### src/design/hkc_pkg.sv
// Shared types, constants and key decode functions for the hotkey combo matcher.
package hkc_pkg;

  localparam int MAX_COMBOS = 48;
  localparam int ADDR_W     = (MAX_COMBOS > 1) ? $clog2(MAX_COMBOS) : 1;
  localparam int CNT_W      = $clog2(MAX_COMBOS + 1);

  localparam logic [1:0] CMD_DOWN  = 2'd0;
  localparam logic [1:0] CMD_UP    = 2'd1;
  localparam logic [1:0] CMD_ADD   = 2'd2;
  localparam logic [1:0] CMD_CLEAR = 2'd3;

  localparam logic [3:0] MOD_NONE  = 4'h0;
  localparam logic [3:0] MOD_ALT   = 4'h1;
  localparam logic [3:0] MOD_CTRL  = 4'h2;
  localparam logic [3:0] SHIFT_MOD = 4'h4;
  localparam logic [3:0] MOD_WIN   = 4'h8;

  localparam logic [7:0] KEY_NONE  = 8'h00;
  localparam logic [7:0] KEY_DEL   = 8'h2E;
  localparam logic [7:0] KEY_L     = 8'h4C;
  localparam logic [7:0] KEY_LCTRL = 8'hA2;
  localparam logic [7:0] KEY_RCTRL = 8'hA3;

  localparam logic KIND_MATCH   = 1'b0;
  localparam logic KIND_CAPTURE = 1'b1;

  typedef struct packed {
    logic [7:0] key;
    logic [3:0] mods;
    logic [7:0] id;
  } entry_t;

  typedef struct packed {
    logic       pass_on;
    logic       report_valid;
    logic       report_kind;
    logic [7:0] report_id;
    logic [3:0] report_mods;
    logic [7:0] report_key;
    logic       fake_ctrl;
  } result_t;

  localparam result_t RESULT_PASS = '{pass_on: 1'b1, report_valid: 1'b0,
                                      report_kind: KIND_MATCH, report_id: 8'h00,
                                      report_mods: MOD_NONE, report_key: KEY_NONE,
                                      fake_ctrl: 1'b0};

  typedef enum logic [1:0] {
    S_IDLE,
    S_READ,
    S_CMP
  } scan_state_t;

  function automatic logic [3:0] mod_of_key(input logic [7:0] k);
    logic [3:0] m;
    m = MOD_NONE;
    if (k == 8'h5B || k == 8'h5C) m = MOD_WIN;
    else if (k == 8'h10 || k == 8'hA0 || k == 8'hA1) m = SHIFT_MOD;
    else if (k == 8'h11 || k == 8'hA2 || k == 8'hA3) m = MOD_CTRL;
    else if (k == 8'h12 || k == 8'hA4 || k == 8'hA5) m = MOD_ALT;
    return m;
  endfunction

  function automatic logic is_single_key(input logic [7:0] k);
    return (k == 8'h13) || (k == 8'h03) || (k >= 8'h70 && k <= 8'h87) ||
           (k >= 8'hA6 && k <= 8'hB7) || (k == 8'h21) || (k == 8'h22);
  endfunction

endpackage

### src/design/hkc_table.sv
// Combo table memory: one write port, one registered read port.
module hkc_table (
  input  logic                 clk,
  input  logic                 we,
  input  logic [hkc_pkg::ADDR_W-1:0] waddr,
  input  hkc_pkg::entry_t      wdata,
  input  logic                 re,
  input  logic [hkc_pkg::ADDR_W-1:0] raddr,
  output hkc_pkg::entry_t      rdata
);
  import hkc_pkg::*;

  entry_t mem [MAX_COMBOS];

  always_ff @(posedge clk) begin
    if (we) begin
      mem[waddr] <= wdata;
    end
  end

  always_ff @(posedge clk) begin
    if (re) begin
      rdata <= mem[raddr];
    end
  end

endmodule

### src/design/hkc_state.sv
// Held key/modifier tracking, table fill count and per-item decision.
module hkc_state (
  input  logic                       clk,
  input  logic                       rst,
  input  logic                       accept,
  input  logic [1:0]                 cmd,
  input  logic [7:0]                 key_code,
  input  logic                       injected,
  input  logic [3:0]                 mod_bits,
  input  logic [7:0]                 combo_id,
  input  logic                       match_mode,
  input  logic                       set_suppress,
  output logic [3:0]                 held_mods,
  output logic [7:0]                 held_key,
  output logic [hkc_pkg::CNT_W-1:0]  combo_count,
  output logic                       tbl_we,
  output logic [hkc_pkg::ADDR_W-1:0] tbl_waddr,
  output hkc_pkg::entry_t            tbl_wdata,
  output logic                       imm_valid,
  output hkc_pkg::result_t           imm_result,
  output logic                       scan_start
);
  import hkc_pkg::*;

  logic                 single_flag;
  logic                 suppress_release;
  logic [3:0]           held_mods_next;
  logic [7:0]           held_key_next;
  logic                 single_flag_next;
  logic                 suppress_release_next;
  logic [CNT_W-1:0]     combo_count_next;
  logic [3:0]           key_mod;
  logic                 special;

  assign key_mod = mod_of_key(key_code);
  // Ctrl+Alt+Del or Win+L wipes the held state
  assign special = (key_code == KEY_DEL && held_mods == (MOD_CTRL | MOD_ALT)) ||
                   (key_code == KEY_L && held_mods == MOD_WIN);

  assign tbl_waddr = combo_count[ADDR_W-1:0];
  assign tbl_wdata = '{key: key_code, mods: mod_bits, id: combo_id};

  always_comb begin
    held_mods_next        = held_mods;
    held_key_next         = held_key;
    single_flag_next      = single_flag;
    suppress_release_next = suppress_release;
    combo_count_next      = combo_count;
    tbl_we                = 1'b0;
    imm_valid             = 1'b0;
    scan_start            = 1'b0;
    imm_result            = RESULT_PASS;
    if (accept) begin
      case (cmd)
        CMD_ADD: begin
          imm_valid          = 1'b1;
          imm_result.pass_on = 1'b0;
          if (combo_count < CNT_W'(MAX_COMBOS)) begin
            tbl_we           = 1'b1;
            combo_count_next = combo_count + CNT_W'(1);
          end
        end
        CMD_CLEAR: begin
          imm_valid          = 1'b1;
          imm_result.pass_on = 1'b0;
          combo_count_next   = '0;
        end
        default: begin
          if (injected && (key_code == KEY_LCTRL || key_code == KEY_RCTRL)) begin
            imm_valid = 1'b1;
          end else if (special) begin
            imm_valid        = 1'b1;
            held_mods_next   = MOD_NONE;
            held_key_next    = KEY_NONE;
            single_flag_next = 1'b0;
          end else if (cmd == CMD_DOWN) begin
            if (match_mode) begin
              suppress_release_next = 1'b0;
              if (key_mod != MOD_NONE) held_mods_next = held_mods | key_mod;
              else held_key_next = key_code;
              if (key_code != KEY_NONE && key_code == held_key_next) begin
                scan_start = 1'b1;
              end else begin
                imm_valid = 1'b1;
              end
            end else begin
              imm_valid = 1'b1;
              if (key_mod != MOD_NONE) begin
                held_mods_next = held_mods | key_mod;
              end else begin
                held_key_next = key_code;
                if (is_single_key(key_code)) single_flag_next = 1'b1;
              end
              if ((held_mods_next != MOD_NONE || single_flag_next) &&
                  held_key_next != KEY_NONE) begin
                imm_result.pass_on      = 1'b0;
                imm_result.report_valid = 1'b1;
                imm_result.report_kind  = KIND_CAPTURE;
                imm_result.report_mods  = held_mods_next;
                imm_result.report_key   = held_key_next;
              end
            end
          end else begin
            imm_valid = 1'b1;
            if (key_mod != MOD_NONE) begin
              held_mods_next = held_mods & ~key_mod;
            end else if (key_code != KEY_NONE && held_key == key_code) begin
              held_key_next    = KEY_NONE;
              single_flag_next = 1'b0;
            end
            if (suppress_release) imm_result.pass_on = (key_mod != MOD_NONE);
          end
        end
      endcase
    end
  end

  always_ff @(posedge clk) begin
    if (rst) begin
      held_mods        <= MOD_NONE;
      held_key         <= KEY_NONE;
      single_flag      <= 1'b0;
      suppress_release <= 1'b0;
      combo_count      <= '0;
    end else begin
      held_mods        <= held_mods_next;
      held_key         <= held_key_next;
      single_flag      <= single_flag_next;
      suppress_release <= set_suppress ? 1'b1 : suppress_release_next;
      combo_count      <= combo_count_next;
    end
  end

endmodule

### src/design/hkc_scan.sv
// Table scan sequencer: each entry is read in S_READ and compared in S_CMP.
module hkc_scan (
  input  logic                       clk,
  input  logic                       rst,
  input  logic                       start,
  input  logic [hkc_pkg::CNT_W-1:0]  combo_count,
  input  logic [3:0]                 held_mods,
  input  logic [7:0]                 held_key,
  input  hkc_pkg::entry_t            rd_data,
  output logic                       rd_en,
  output logic [hkc_pkg::ADDR_W-1:0] rd_addr,
  output logic                       busy,
  output logic                       done,
  output logic                       set_suppress,
  output hkc_pkg::result_t           result
);
  import hkc_pkg::*;

  scan_state_t      state;
  scan_state_t      state_next;
  logic [CNT_W-1:0] idx;
  logic             at_end;
  logic             hit;

  assign at_end  = (idx == combo_count);
  assign hit     = (rd_data.key == held_key) && (rd_data.mods == held_mods);
  assign rd_addr = idx[ADDR_W-1:0];

  always_comb begin
    state_next = state;
    case (state)
      S_IDLE:  if (start) state_next = S_READ;
      S_READ:  state_next = at_end ? S_IDLE : S_CMP;
      S_CMP:   state_next = hit ? S_IDLE : S_READ;
      default: state_next = S_IDLE;
    endcase
  end

  always_comb begin
    rd_en        = 1'b0;
    done         = 1'b0;
    set_suppress = 1'b0;
    busy         = (state != S_IDLE);
    result       = RESULT_PASS;
    case (state)
      S_READ: begin
        rd_en = !at_end;
        done  = at_end;
      end
      S_CMP: begin
        if (hit) begin
          done                = 1'b1;
          set_suppress        = 1'b1;
          result.pass_on      = 1'b0;
          result.report_valid = 1'b1;
          result.report_kind  = KIND_MATCH;
          result.report_id    = rd_data.id;
          result.fake_ctrl    = (held_mods == MOD_ALT) || (held_mods == MOD_WIN);
        end
      end
      default: ;
    endcase
  end

  always_ff @(posedge clk) begin
    if (rst) begin
      state <= S_IDLE;
      idx   <= '0;
    end else begin
      state <= state_next;
      if (state == S_IDLE) idx <= '0;
      else if (state == S_CMP && !hit) idx <= idx + CNT_W'(1);
    end
  end

endmodule

### src/design/hotkey_combo_matcher.sv
// Top level of the hotkey combo matcher: handshakes, mode register, output register.
// Timing: add, clear, key up, capture and pass-through items show their result in the cycle
//   after acceptance; a match-mode key down of a non-modifier key scans the table, reading
//   each entry in S_READ and comparing it in S_CMP (N stored combos, at most 48).
// Throughput: one item at a time; the next waits for an idle scan and an unstalled output.
// Reset (rst, synchronous): clears held keys, flags, combo count, mode and output valid.
module hotkey_combo_matcher (
  input  logic       clk,
  input  logic       rst,
  input  logic       in_valid,
  output logic       in_stall,
  input  logic [1:0] cmd,
  input  logic [7:0] key_code,
  input  logic       injected,
  input  logic [3:0] mod_bits,
  input  logic [7:0] combo_id,
  output logic       out_valid,
  input  logic       out_stall,
  output logic       pass_on,
  output logic       report_valid,
  output logic       report_kind,
  output logic [7:0] report_id,
  output logic [3:0] report_mods,
  output logic [7:0] report_key,
  output logic       fake_ctrl,
  input  logic       cfg_we,
  input  logic       cfg_wdata
);
  import hkc_pkg::*;

  logic                 match_mode;
  logic                 accept;
  logic [3:0]           held_mods;
  logic [7:0]           held_key;
  logic [CNT_W-1:0]     combo_count;
  logic                 tbl_we;
  logic [ADDR_W-1:0]    tbl_waddr;
  entry_t               tbl_wdata;
  logic                 tbl_re;
  logic [ADDR_W-1:0]    tbl_raddr;
  entry_t               tbl_rdata;
  logic                 imm_valid;
  result_t              imm_result;
  logic                 scan_start;
  logic                 scan_busy;
  logic                 scan_done;
  logic                 set_suppress;
  result_t              scan_result;
  result_t              out_reg;

  // output register is free whenever no unaccepted result sits in it
  assign in_stall = scan_busy || (out_valid && out_stall);
  assign accept   = in_valid && !in_stall;

  hkc_state u_state (
    .clk         (clk),
    .rst         (rst),
    .accept      (accept),
    .cmd         (cmd),
    .key_code    (key_code),
    .injected    (injected),
    .mod_bits    (mod_bits),
    .combo_id    (combo_id),
    .match_mode  (match_mode),
    .set_suppress(set_suppress),
    .held_mods   (held_mods),
    .held_key    (held_key),
    .combo_count (combo_count),
    .tbl_we      (tbl_we),
    .tbl_waddr   (tbl_waddr),
    .tbl_wdata   (tbl_wdata),
    .imm_valid   (imm_valid),
    .imm_result  (imm_result),
    .scan_start  (scan_start)
  );

  hkc_table u_table (
    .clk  (clk),
    .we   (tbl_we),
    .waddr(tbl_waddr),
    .wdata(tbl_wdata),
    .re   (tbl_re),
    .raddr(tbl_raddr),
    .rdata(tbl_rdata)
  );

  hkc_scan u_scan (
    .clk         (clk),
    .rst         (rst),
    .start       (scan_start),
    .combo_count (combo_count),
    .held_mods   (held_mods),
    .held_key    (held_key),
    .rd_data     (tbl_rdata),
    .rd_en       (tbl_re),
    .rd_addr     (tbl_raddr),
    .busy        (scan_busy),
    .done        (scan_done),
    .set_suppress(set_suppress),
    .result      (scan_result)
  );

  always_ff @(posedge clk) begin
    if (rst) begin
      match_mode <= 1'b0;
      out_valid  <= 1'b0;
    end else begin
      if (cfg_we) match_mode <= cfg_wdata;
      if (imm_valid || scan_done) out_valid <= 1'b1;
      else if (!out_stall) out_valid <= 1'b0;
    end
  end

  always_ff @(posedge clk) begin
    if (imm_valid) out_reg <= imm_result;
    else if (scan_done) out_reg <= scan_result;
  end

  assign pass_on      = out_reg.pass_on;
  assign report_valid = out_reg.report_valid;
  assign report_kind  = out_reg.report_kind;
  assign report_id    = out_reg.report_id;
  assign report_mods  = out_reg.report_mods;
  assign report_key   = out_reg.report_key;
  assign fake_ctrl    = out_reg.fake_ctrl;

endmodule

### config.mk
export PLATFORM = sky130hd
export DESIGN_NAME = hotkey_combo_matcher
export DESIGN_NICKNAME = d
export VERILOG_FILES = /design/src/design/hkc_pkg.sv /design/src/design/hkc_table.sv /design/src/design/hkc_state.sv /design/src/design/hkc_scan.sv /design/src/design/hotkey_combo_matcher.sv
export SDC_FILE = /design/constraint.sdc
export NUM_CORES = 1
export LEC_CHECK = 0
export BUFFER_PORTS_ARGS = -buffer_cell sky130_fd_sc_hd__buf_2
export CAP_MARGIN = 20
export CORE_MARGIN = 2
export CORE_UTILIZATION = 50
export DETAILED_ROUTE_END_ITERATION = 6
export PLACE_DENSITY = 0.66
export RECOVER_POWER = 25
export SLEW_MARGIN = 10
export SYNTH_ARGS = -nofsm -noshare
export SYNTH_HDL_FRONTEND = slang
export SYNTH_SLANG_ARGS = --single-unit
### constraint.sdc
create_clock -name clk -period 7.6 [get_ports clk]
set_input_delay 0 -clock clk [delete_from_list [all_inputs] [get_ports clk]]
set_output_delay 0 -clock clk [all_outputs]
set_load 0.03 [all_outputs]
# Word level (Yosys, flattened, before mapping)
# Memories as Yosys holds them, arrays and structs flattened. A register that Yosys moved wholly into a read port is not among the register bits.
# Index checks and enable logic that the tools add are counted.
dict set report classes {
  n_addsub 2
  order_cmp 5
  n_eq_ne 37
  n_mux 107
  n_bitwise 5
  reduce_logical 54
}
# operator n
set op_table {}
lappend op_table {{$mux 8} 18}
lappend op_table {{$mux 12} 7}
lappend op_table {{$mux 4} 14}
lappend op_table {{$mux 1} 51}
lappend op_table {{$eq 8x8->1 const B} 6}
lappend op_table {{$mux 24} 2}
lappend op_table {{$eq 8x5->1 const B} 4}
lappend op_table {{$eq 8x6->1 const B} 3}
lappend op_table {{$eq 8x7->1 const B} 3}
lappend op_table {{$eq 8x8->1} 3}
lappend op_table {{$mux 11} 2}
lappend op_table {{$logic_or 1x1->1} 18}
lappend op_table {{$le 8x8->1 const B} 2}
lappend op_table {{$reduce_bool 8->1} 2}
lappend op_table {{$mux 3} 5}
lappend op_table {{$add 6x1->6 const B} 2}
lappend op_table {{$logic_and 1x1->1} 12}
lappend op_table {{$pmux 6 s2} 1}
lappend op_table {{$reduce_and 6->1} 2}
lappend op_table {{$reduce_bool 2->1} 6}
lappend op_table {{$ne 2x1->1 const B} 5}
lappend op_table {{$eq 8x2->1 const B} 1}
lappend op_table {{$ge 8x7->1 const B} 1}
lappend op_table {{$ge 8x8->1 const B} 1}
lappend op_table {{other kinds (27)} 39}
dict set report word_totals {
  ff_bits 54
  ram_bits 960
  input_bits 29
  out_inout_bits 26
  memories 1
}
# memory words word_bits rd rd_ports_with_merged_regs wr line_no
set mem_list {}
lappend mem_list {u_table.mem 48 20 1 1 1 hkc_table.sv:13} ;# entry_t mem [MAX_COMBOS];

# Depth between registers and ports, before layout
# Gate-level depths: netlist of the first run.
dict set report depth {
  depth_word 26
  ltp_mapped 10
  depth_no_buf 7
}

# Cells and area by module
# A second synthesis of the first run with hierarchy kept.
dict set report hier_totals {
  hier_cells 2305
  hier_area_um2 42285.6
}
# module instances cells_each area_per_inst_um2 seq_area_each_um2
set by_module_without_submodules {}
lappend by_module_without_submodules {hkc_table 1 1850 37923.9 29428.2}
lappend by_module_without_submodules {hkc_state 1 258 2170.8 400.4}
lappend by_module_without_submodules {hotkey_combo_matcher 1 61 1196.1 760.7}
lappend by_module_without_submodules {hkc_scan 1 136 994.7 160.2}

# Worst setup path after synthesis of the first run
# OpenSTA, ideal clock, no wires.
dict set report synth_timing {
  kind {register to register}
  startpoint {reg u_scan.state[0]}
  endpoint {mem u_table.mem[38][0] in the netlist's numbering (enable)}
  setup_time_ns 0.397
  arrival_time_ns 2.783
  t_required_ns 7.203
  path_slack_ns 4.420
  path_stages_with_launch 9
  n_path_buf 1
  path_cell_list {dfxtp_1 > inv_1 > ha_1 > and3_1 > clkbuf_1 > nand2_1 > nor4b_1 > nand3_1 > nor2_1}
}
dict set report synth_via {
  elab_chain_len 7
}
# element line_no
set synth_rtl {}
lappend synth_rtl {{start, declared} hkc_scan.sv:19} ;# scan_state_t state;
lappend synth_rtl {{start signal, assigned} hkc_scan.sv:70} ;# state <= state_next;
lappend synth_rtl {{$reduce_bool 2->1} hkc_scan.sv:43} ;# busy = (state != S_IDLE);
lappend synth_rtl {{$logic_or 1x1->1} hotkey_combo_matcher.sv:52} ;# assign in_stall = scan_busy || (out_valid && out_stall);
lappend synth_rtl {{$logic_not 1->1} hotkey_combo_matcher.sv:53} ;# assign accept = in_valid && !in_stall;
lappend synth_rtl {{$logic_and 1x1->1} hotkey_combo_matcher.sv:53}
lappend synth_rtl {{$mux 1} hkc_state.sv:53} ;# if (accept) begin
lappend synth_rtl {{$mux 1} hkc_table.sv:16} ;# if (we) begin
lappend synth_rtl {{$mux 1 (implied by the code)} hkc_table.sv:17} ;# mem[waddr] <= wdata;
lappend synth_rtl {{end, declared} hkc_table.sv:13}
# Every way passes these cells.

# Final worst setup path of the first run
dict set report layout_timing {
  startpoint {in key_code[1]}
  endpoint {reg out_reg (netlist bit report_key[6]) (enable)}
}
dict set report layout_via {
  elab_chain_len 25
  elab_cells_between_ends 48
}
# element line_no
set layout_rtl {}
lappend layout_rtl {{start, declared} hotkey_combo_matcher.sv:13} ;# input logic [7:0] key_code,
lappend layout_rtl {{$eq 8x5->1 or $eq 8x8->1 (tied branches)} hkc_pkg.sv:61} ;# else if (k == 8'h12 || k == 8'hA4 || k == 8'hA5) m = MOD_ALT;
lappend layout_rtl {{$logic_or 1x1->1 (2 in series)} hkc_pkg.sv:61}
lappend layout_rtl {{$mux 1} hkc_pkg.sv:61}
lappend layout_rtl {{$mux 4} hkc_pkg.sv:60} ;# else if (k == 8'h11 || k == 8'hA2 || k == 8'hA3) m = MOD_CTRL;
lappend layout_rtl {{$mux 4} hkc_pkg.sv:59} ;# else if (k == 8'h10 || k == 8'hA0 || k == 8'hA1) m = SHIFT_MOD;
lappend layout_rtl {{$mux 4} hkc_pkg.sv:58} ;# if (k == 8'h5B || k == 8'h5C) m = MOD_WIN;
lappend layout_rtl {{$reduce_bool 4->1} hkc_state.sv:79} ;# if (key_mod != MOD_NONE) held_mods_next = held_mods | key_mod;
lappend layout_rtl {{$mux 8} hkc_state.sv:79}
lappend layout_rtl {{[... 8 more ...]} -}
lappend layout_rtl {{$mux 1} hkc_state.sv:81} ;# if (key_code != KEY_NONE && key_code == held_key_next) begin
lappend layout_rtl {{$mux 1} hkc_state.sv:77} ;# if (match_mode) begin
lappend layout_rtl {{$mux 1} hkc_state.sv:76} ;# end else if (cmd == CMD_DOWN) begin
lappend layout_rtl {{$mux 1} hkc_state.sv:71} ;# end else if (special) begin
lappend layout_rtl {{$mux 1 *} hkc_state.sv:69} ;# if (injected && (key_code == KEY_LCTRL || key_code == KEY_RCTRL)) begin
lappend layout_rtl {{$mux 1 *} hkc_state.sv:54} ;# case (cmd)
lappend layout_rtl {{$mux 1 *} hkc_state.sv:53}
lappend layout_rtl {{$reduce_bool 2->1 (no source line) *} -}
lappend layout_rtl {{end signal, assigned} hotkey_combo_matcher.sv:115} ;# if (imm_valid) out_reg <= imm_result;
lappend layout_rtl {{end signal, assigned} hotkey_combo_matcher.sv:116} ;# else if (scan_done) out_reg <= scan_result;
lappend layout_rtl {{end, declared} hotkey_combo_matcher.sv:49} ;# result_t out_reg;
# Every way passes the cells marked *; elsewhere a longest branch is shown, timed or not. The select of a mux whose other input is x is not followed.
# A chain may end at the register's enable or synchronous reset.

==> key figures, run 1 <==
Synthesis
  • EDFF count, synth: 995
  • Largest family of logic cells by synthesized area: multiplexers
  • Synth top cells by count: 995 x edfxtp_1, 300 x mux4_2, 79 x nor2_1, 55 x nand2_1, 46 x clkbuf_1
  • Synth area leaders: edfxtp_1 74%, mux4_2 17%, dfxtp_1 1.9%, mux2i_1 0.82%, nor2_1 0.73%
  • Async set or reset register ratio after synthesis: 0%
  • Post-Synth XOR/XNOR Area: 0.779%
  • Synth Area in Compound Gates: 1.53%
  • Post-synth top area cell: edfxtp_1
  • Mux share of post-synthesis cell area: 17.5%
  • Syn Std Cell Area: 40500 sq um
  • Simple-gate area share of the yosys netlist: 3.12%
  • YS warnings: 0
  • Mapped Nets: 1877
  • #FFs+latches synth: 1034
  • Syn Inst Count: 1842
  • Sequential-to-total area share from yosys stat: 75.7%
  • Top cell type's share of synthesized area: 73.8%
  • Yosys cell types: 80
  • Dominant synthesized flop cell: edfxtp_1
  • Adder-cell share of the synthesized area: 0.185%
  • Syn_area_per_cell: 22.0 sq um
  • Most common cell in the netlist: edfxtp_1

Timing
  • Setup TNS: 0 ns
  • Worst-margin pin slew: 3.19 ns
  • Fmax: 231 MHz
  • Worst hold slack: 0.298 ns
  • Final Cycle Share: 56.9%
  • Slew Limit Fails: 607
  • Final min period: 4.32 ns
  • Clock Skews: 0.0282 ns
  • Final hold violation count: 0
  • Final setup vio count: 0
  • Slew Limit Headroom: -113%
  • RSZ-0062 raised after global routing: false

Cells and area
  • Final instance area: 45600 sq um
  • Layout area overhead: 12.7%
  • Antenna cells: 0
  • Nets: 2017
  • Final std cells w/o fill: 3119
  • Share of layout cells above drive strength 1: 30.8%

Critical path
  • Req. time, crit path: 7.80 ns
  • Reg2reg start: u_scan.state[0]
  • Startpoint types: input port
  • CP endpoint kind: flip-flop
  • Critical path class: input port to flip-flop
  • Critical Path Start: key_code[1]
  • CP max FO: 66
  • Critical Path AT: 4.52 ns

Clock network
  • Worst skew pair latency: 0.67 ns
  • Clock slew at reported path FFs: 0.06 ns
  • # clock sinks: 1034
  • H-tree levels: 3
  • Setup bufs post-CTS: 0
  • Num CTS Buffers: 99
  • CTS Root Buffer Type: clkbuf_16
  • CTS max path bufs: 3
  • CTS tree: done

Global routing
  • Largest net degree at the start of global routing: 158
  • GR Util All Layers: 21.9%
  • Vias in the first global route: 19575
  • Initial antenna violation count: 0
  • First-pass GRT wire length: 131000 microns
  • Grt total ovfl: 0

Worst hold path
  • HP Start: rst
  • Hold WC Path Type: input port to flip-flop

Floorplan
  • Die Ht: 289 microns
  • Die width: 289 microns
  • Core area: 80300 sq um
  • Die area: 83300 sq um
  • Ports: 55
  • Initial Utilization: 50.4%
  • Rows: 104

Power
  • Max IR drop VDD: 0.188 mV
  • Total power draw: 11.3 mW
  • Pwr per Cell Area: 247 nW/um^2
  • Leak pwr: 13.7 nW

Routing
  • WL met1: 36300 microns
  • Drt pass-1 iters: 5
  • DRT Wirelength: 89600 microns
  • DR WL/cell: 28.7 microns
  • Metal2 WL: 45100 microns
  • Post-route ant nets: 0
  • DR WL met3: 6010 microns
  • DR top layer: met4
  • Via count: 19059
  • DR DRC count: 0
  • Via density: 6.11
  • 1st-iter DRT viols: 2196

Status
  • Outcome: finished with violations
  • Failing checks: max-capacitance violations, max-slew violations

Placed design
  • Hpwl dp: 50100 microns
  • Placed Area: 42400 sq um
  • PortBufs: 54
  • Final weighted congestion in routability-driven placement: 0.877
  • Placed instance count: 2918

Flow run
  • Max_cap viols: 11
[final timing paths]
check	cells after the start	to	slack (ns)
setup / recovery	8	report_key[6]	3.28
hold / removal	3	u_state.held_mods[1]	0.30
setup reg to reg	8	u_table.mem[28][12]	3.78
hold reg to reg	2	u_state.suppress_release	0.47
[per-stage QoR]
stage | util (%) | worst slack [ns]
floorplan | - | 4.42
global placement | 52.6 | 3.79
detailed placement | 52.7 | 3.57
CTS | 56.8 | 3.70
global route | 56.8 | 2.91
finish | 56.8 | 3.28
[area by class of cell]
cell class / instances / area (sq um)
Clock buffer: 128 / 2670
Clock inverter: 50 / 399
Fill cell: 5752 / 34600
Inverter: 6 / 22.5
Multi-Input combinational cell: 698 / 9480
Sequential cell: 1034 / 30700
Tap cell: 1060 / 1330
Timing Repair Buffer: 143 / 1070
[worst max-delay path, cell delays in order]
cell	delay [ns]
buf_2	0.08
clkbuf_1	2.21
xnor2_1	0.30
o22a_1	0.25
a2bb2oi_1	0.33
a21oi_2	0.15
o21ai_2	0.49
nand3_1	0.64
[kinds of logic (layout without fill, tap and decap cells)]
family,after synthesis,in the layout
flip-flops,1034,1034
multiplexers,333,333
AND/OR/NAND/NOR,238,238
buffers and inverters,110,327
AO/OA/AOI/OAI,85,85
XOR/XNOR,36,36
adder cells (fa/ha/maj),6,6
[registers in the layout (all words and copies together) (netlist names), 2 cells and up]
signal and cells:
u_state.combo_count 6, u_state.held_mods 4, u_table.rdata 20, report_mods 4, u_scan.state 2, u_state.held_key 8, report_key 8, report_id 8
u_table.mem 960, u_scan.rd_addr 6
[what timing repair did]
| item | in CTS | in global routing |
|---|---|---|
| gates resized for setup | 0 | 0 |
| endpoints found under the hold margin | 324 | 0 |
| hold buffers | 21 | 0 |
[placed cells by master (no fill, tap or decap), types with 21 or more instances in the layout]
cell type and instances:
clkbuf_16 102, nor2_1 31, buf_2 47, o21ai_0 27
dfxtp_1 35, nor2_2 49, edfxtp_1 995, buf_4 52
nand2_1 55, mux2i_1 33, xnor2_1 21, dlygate4sd3_1 21
clkbuf_1 35, mux4_2 300
[where the power goes]
part	total, mW	internal, mW	leakage [nW]	switching (mW)
Clock	4.68	2.65	1.51	2.04
Combinational	0.284	0.0734	2.95	0.210
Sequential	6.29	6.28	9.28	0.0125
Total	11.3	9.00	13.7	2.26
[routing by layer]
metal	global-route usage (%)	vias up
met1	30.4	10178
met2	36.0	746
met4	7.16	0
met5	0	-
met3	3.44	129
li1	-	8006
Note: power is estimated with default switching activity, not from simulation.
==> run 2: changes to the inputs <==
--- a/config.mk
+++ b/config.mk
@@ -5,12 +5,13 @@
 export SDC_FILE = /design/constraint.sdc
 export NUM_CORES = 1
 export LEC_CHECK = 0
+export ABC_AREA = 1
 export BUFFER_PORTS_ARGS = -buffer_cell sky130_fd_sc_hd__buf_2
 export CAP_MARGIN = 20
 export CORE_MARGIN = 2
 export CORE_UTILIZATION = 50
 export DETAILED_ROUTE_END_ITERATION = 6
-export PLACE_DENSITY = 0.66
+export PLACE_DENSITY = 0.68
 export RECOVER_POWER = 25
 export SLEW_MARGIN = 10
 export SYNTH_ARGS = -nofsm -noshare
==> constraint.sdc (replaced) <==
create_clock -name clk -period 3.7 [get_ports clk]
set_input_delay 0 -clock clk [delete_from_list [all_inputs] [get_ports clk]]
set_output_delay 0 -clock clk [all_outputs]
set_load 0.03 [all_outputs]
==> run 2 against run 1 <==
  * The run still ends with max-capacitance violations, max-slew violations left
  * Global-route usage rose by 4.7 points
  * Register-to-register slack got worse by 3.3 ns
  * Largest power group unchanged
  * Area after synthesis rose by 1.8%
  * Worst hold slack got worse by 0.21 ns
  * Non-clock buffer count rose by 43
  * Sequential share of layout area fell by 1.4 points
==> key figures, run 2 <==
Global routing
  • First-pass GRT wire length: 168000 microns
  • Grt total ovfl: 0
  • Largest net degree at the start of global routing: 201
  • GR Util All Layers: 26.6%
  • Initial antenna violation count: 4
  • Vias in the first global route: 26194

Routing
  • DR DRC count: 0
  • DRT Wirelength: 114000 microns
  • Drt pass-1 iters: 6
  • Via count: 27298
  • DR WL/cell: 25.7 microns
  • 1st-iter DRT viols: 3768
  • Post-route ant nets: 0
  • Via density: 6.13

Timing
  • Final hold violation count: 0
  • Final setup vio count: 0
  • Fmax: 296 MHz
  • Slew Limit Headroom: -116%
  • Slew Limit Fails: 383
  • Setup TNS: 0 ns
  • Worst-margin pin slew: 3.24 ns
  • Clock Skews: 0.0555 ns
  • Final Cycle Share: 91.2%
  • Final min period: 3.37 ns
  • Final worst slack: 0.327 ns
  • RSZ-0062 raised after global routing: false

Clock network
  • # clock sinks: 1034
  • CTS max path bufs: 3
  • Num CTS Buffers: 103
  • CTS tree: done
  • H-tree levels: 3
  • Clock slew at reported path FFs: 0.06 ns
  • Resized Gates After CTS: 0
  • CTS Root Buffer Type: clkbuf_16
  • Worst skew pair latency: 0.70 ns

Synthesis
  • Most common cell in the netlist: edfxtp_1
  • Mapped Nets: 3247
  • Sequential-to-total area share from yosys stat: 74.4%
  • Async set or reset register ratio after synthesis: 0%
  • YS warnings: 0
  • Synth area leaders: edfxtp_1 72%, o21ai_0 6.1%, nor2_1 5.4%, o22ai_1 2.2%, nand2_1 2.1%
  • Syn Std Cell Area: 41200 sq um
  • Syn_area_per_cell: 12.8 sq um
  • Dominant synthesized flop cell: edfxtp_1
  • Synth top cells by count: 995 x edfxtp_1, 596 x nor2_1, 502 x o21ai_0, 234 x nand2_1, 153 x clkbuf_1
  • Yosys cell types: 45
  • Syn Inst Count: 3212
  • EDFF count, synth: 995
  • #FFs+latches synth: 1034
  • Post-synth top area cell: edfxtp_1
  • Top cell type's share of synthesized area: 72.5%

Placed design
  • PortBufs: 54
  • Placed Area: 43000 sq um
  • Hpwl dp: 66500 microns
  • Pre-CTS WS: 0.558 ns
  • Final weighted congestion in routability-driven placement: 0.927

Cells and area
  • Most flops, register: u_table.mem
  • Layout area overhead: 13.0%
  • Nets: 3331
  • Commonest non-fill, non-tap cell in the layout: edfxtp_1
  • Most frequent cells in the layout: 995 x edfxtp_1, 547 x nor2_1, 502 x o21ai_0
  • Largest registers: u_table.mem (960), u_table.rdata (20)
  • Largest register FFs: 960
  • Final instance area: 46600 sq um
  • Share of layout cells above drive strength 1: 11.5%

Power
  • Sw frac: 20.9%
  • Max IR drop VDD: 0.423 mV
  • Pwr per Cell Area: 509 nW/um^2
  • Comb power frac: 2.5%
  • Leak pwr: 15.3 nW
  • Clk pwr share: 43.2%
  • NetSw: 4.95 mW
  • Sequential Power Share: 54.3%
  • Internal: 18.8 mW

Floorplan
  • Initial Utilization: 50.4%
  • Core area: 81800 sq um
  • Rows: 105
  • Die Ht: 291 microns
  • Ports: 55
  • Die area: 84700 sq um
  • Die width: 291 microns

Critical path
  • Critical Path AT: 3.69 ns
  • Req. time, crit path: 4.01 ns
  • Critical path class: input port to flip-flop
  • Startpoint types: input port
  • CP endpoint kind: flip-flop
  • CP max FO: 20

Status
  • Outcome: finished with violations
  • Failing checks: max-capacitance violations, max-slew violations

Worst hold path
  • Hold WC Path Type: input port to flip-flop

Flow run
  • Max_cap viols: 9
run 2: cell count changes in the layout (fill, tap and decap cells not counted), moves of 23 or more:
cell and delta:
nor2_1 +516, o21ai_0 +475, mux4_2 -300, nand2_1 +179
o22ai_1 +143, o221ai_1 +96, nand3_1 +82, inv_1 +57
buf_4 +37, mux2i_1 -33, a21oi_1 +32, nand4_1 +30
o211ai_1 +23
run 2: power groups by stage:
stage	registers [mW]	logic [mW]	clock network (mW)
2_1_floorplan	13.2	0.164	0
6_report	12.9	0.586	10.2
3_5_place_dp	13.1	0.563	0
4_1_cts	12.9	0.583	10.3
5_1_grt	12.9	0.619	10.8
3_3_place_gp	13.1	0.553	0
run 2: area by class of cell:
type	count	area [sq um]
clock buffers	131	2710
well taps	1070	1340
diodes	3	7.51
clock inverters	57	613
repair buffers	186	1400
inverters	80	313
flip-flops and latches	1034	30700
fillers	6460	35300
multi-input cells	1891	9530
run 2: timing repair:
item	CTS	global route
hold buffers	22	2
endpoints found under the hold margin	216	37
setup buffers	0	0
run 2: logic make-up (layout without fill, tap and decap cells):
| group | count (synthesis) | count (layout) | share of synthesized area (%) |
|---|---|---|---|
| DFF | 1034 | 1034 | 74.4 |
| and+or+nand+nor | 1011 | 1011 | 10.2 |
| AOI/OAI and AO/OA | 859 | 859 | 12.2 |
| buffers and inverters | 287 | 454 | 2.79 |
| xor gates and xnor gates | 15 | 15 | 0.319 |
| adders and majority gates | 6 | 6 | 0.182 |
| other | 0 | 3 | 0 |
run 2: worst paths after layout:
kind / start / to / slack (ns) / depth (start not counted)
setup / recovery: key_code[1] / report_key[0] / 0.33 / 13
hold / removal: cfg_wdata / match_mode / 0.09 / 4
setup reg to reg: u_scan.state[0] / u_table.mem[24][13] / 0.43 / 9
hold reg to reg: fake_ctrl / fake_ctrl / 0.50 / 2
run 2: metrics by stage:
| stage | power, mW | std cells | hold WS (ns) | util (%) |
|---|---|---|---|---|
| global placement | 13.7 | 4235 | 0.197 | 52.6 |
| detailed placement | 13.7 | 4235 | 0.208 | 52.6 |
| CTS | 23.8 | 4445 | 0.000743 | 56.9 |
| finish | 23.7 | 4452 | 0.0863 | 56.9 |
| floorplan | 13.3 | 3212 | 0.0939 | - |
| global route | 24.3 | 4449 | 0.0891 | 56.9 |
run 2: worst max-delay path, stage by stage:
cell           delay (ns)
dlygate4sd3_1        0.52
buf_2                0.26
clkbuf_1             1.04
nand2_1              0.25
nor2_1               0.16
nand2_1              0.08
nand2_2              0.16
nor2_8               0.08
nand3_4              0.13
nand2_2              0.08
nand4_2              0.12
nand2_2              0.20
nand2_1              0.55
run 2: per-layer routing:
layer,track usage (%),up-vias,wire length (microns)
li1,-,12117,-
met4,11.7,4,5380
met2,42.0,1526,53500
met5,0,-,23
met3,5.34,247,11100
met1,36.0,13404,44300
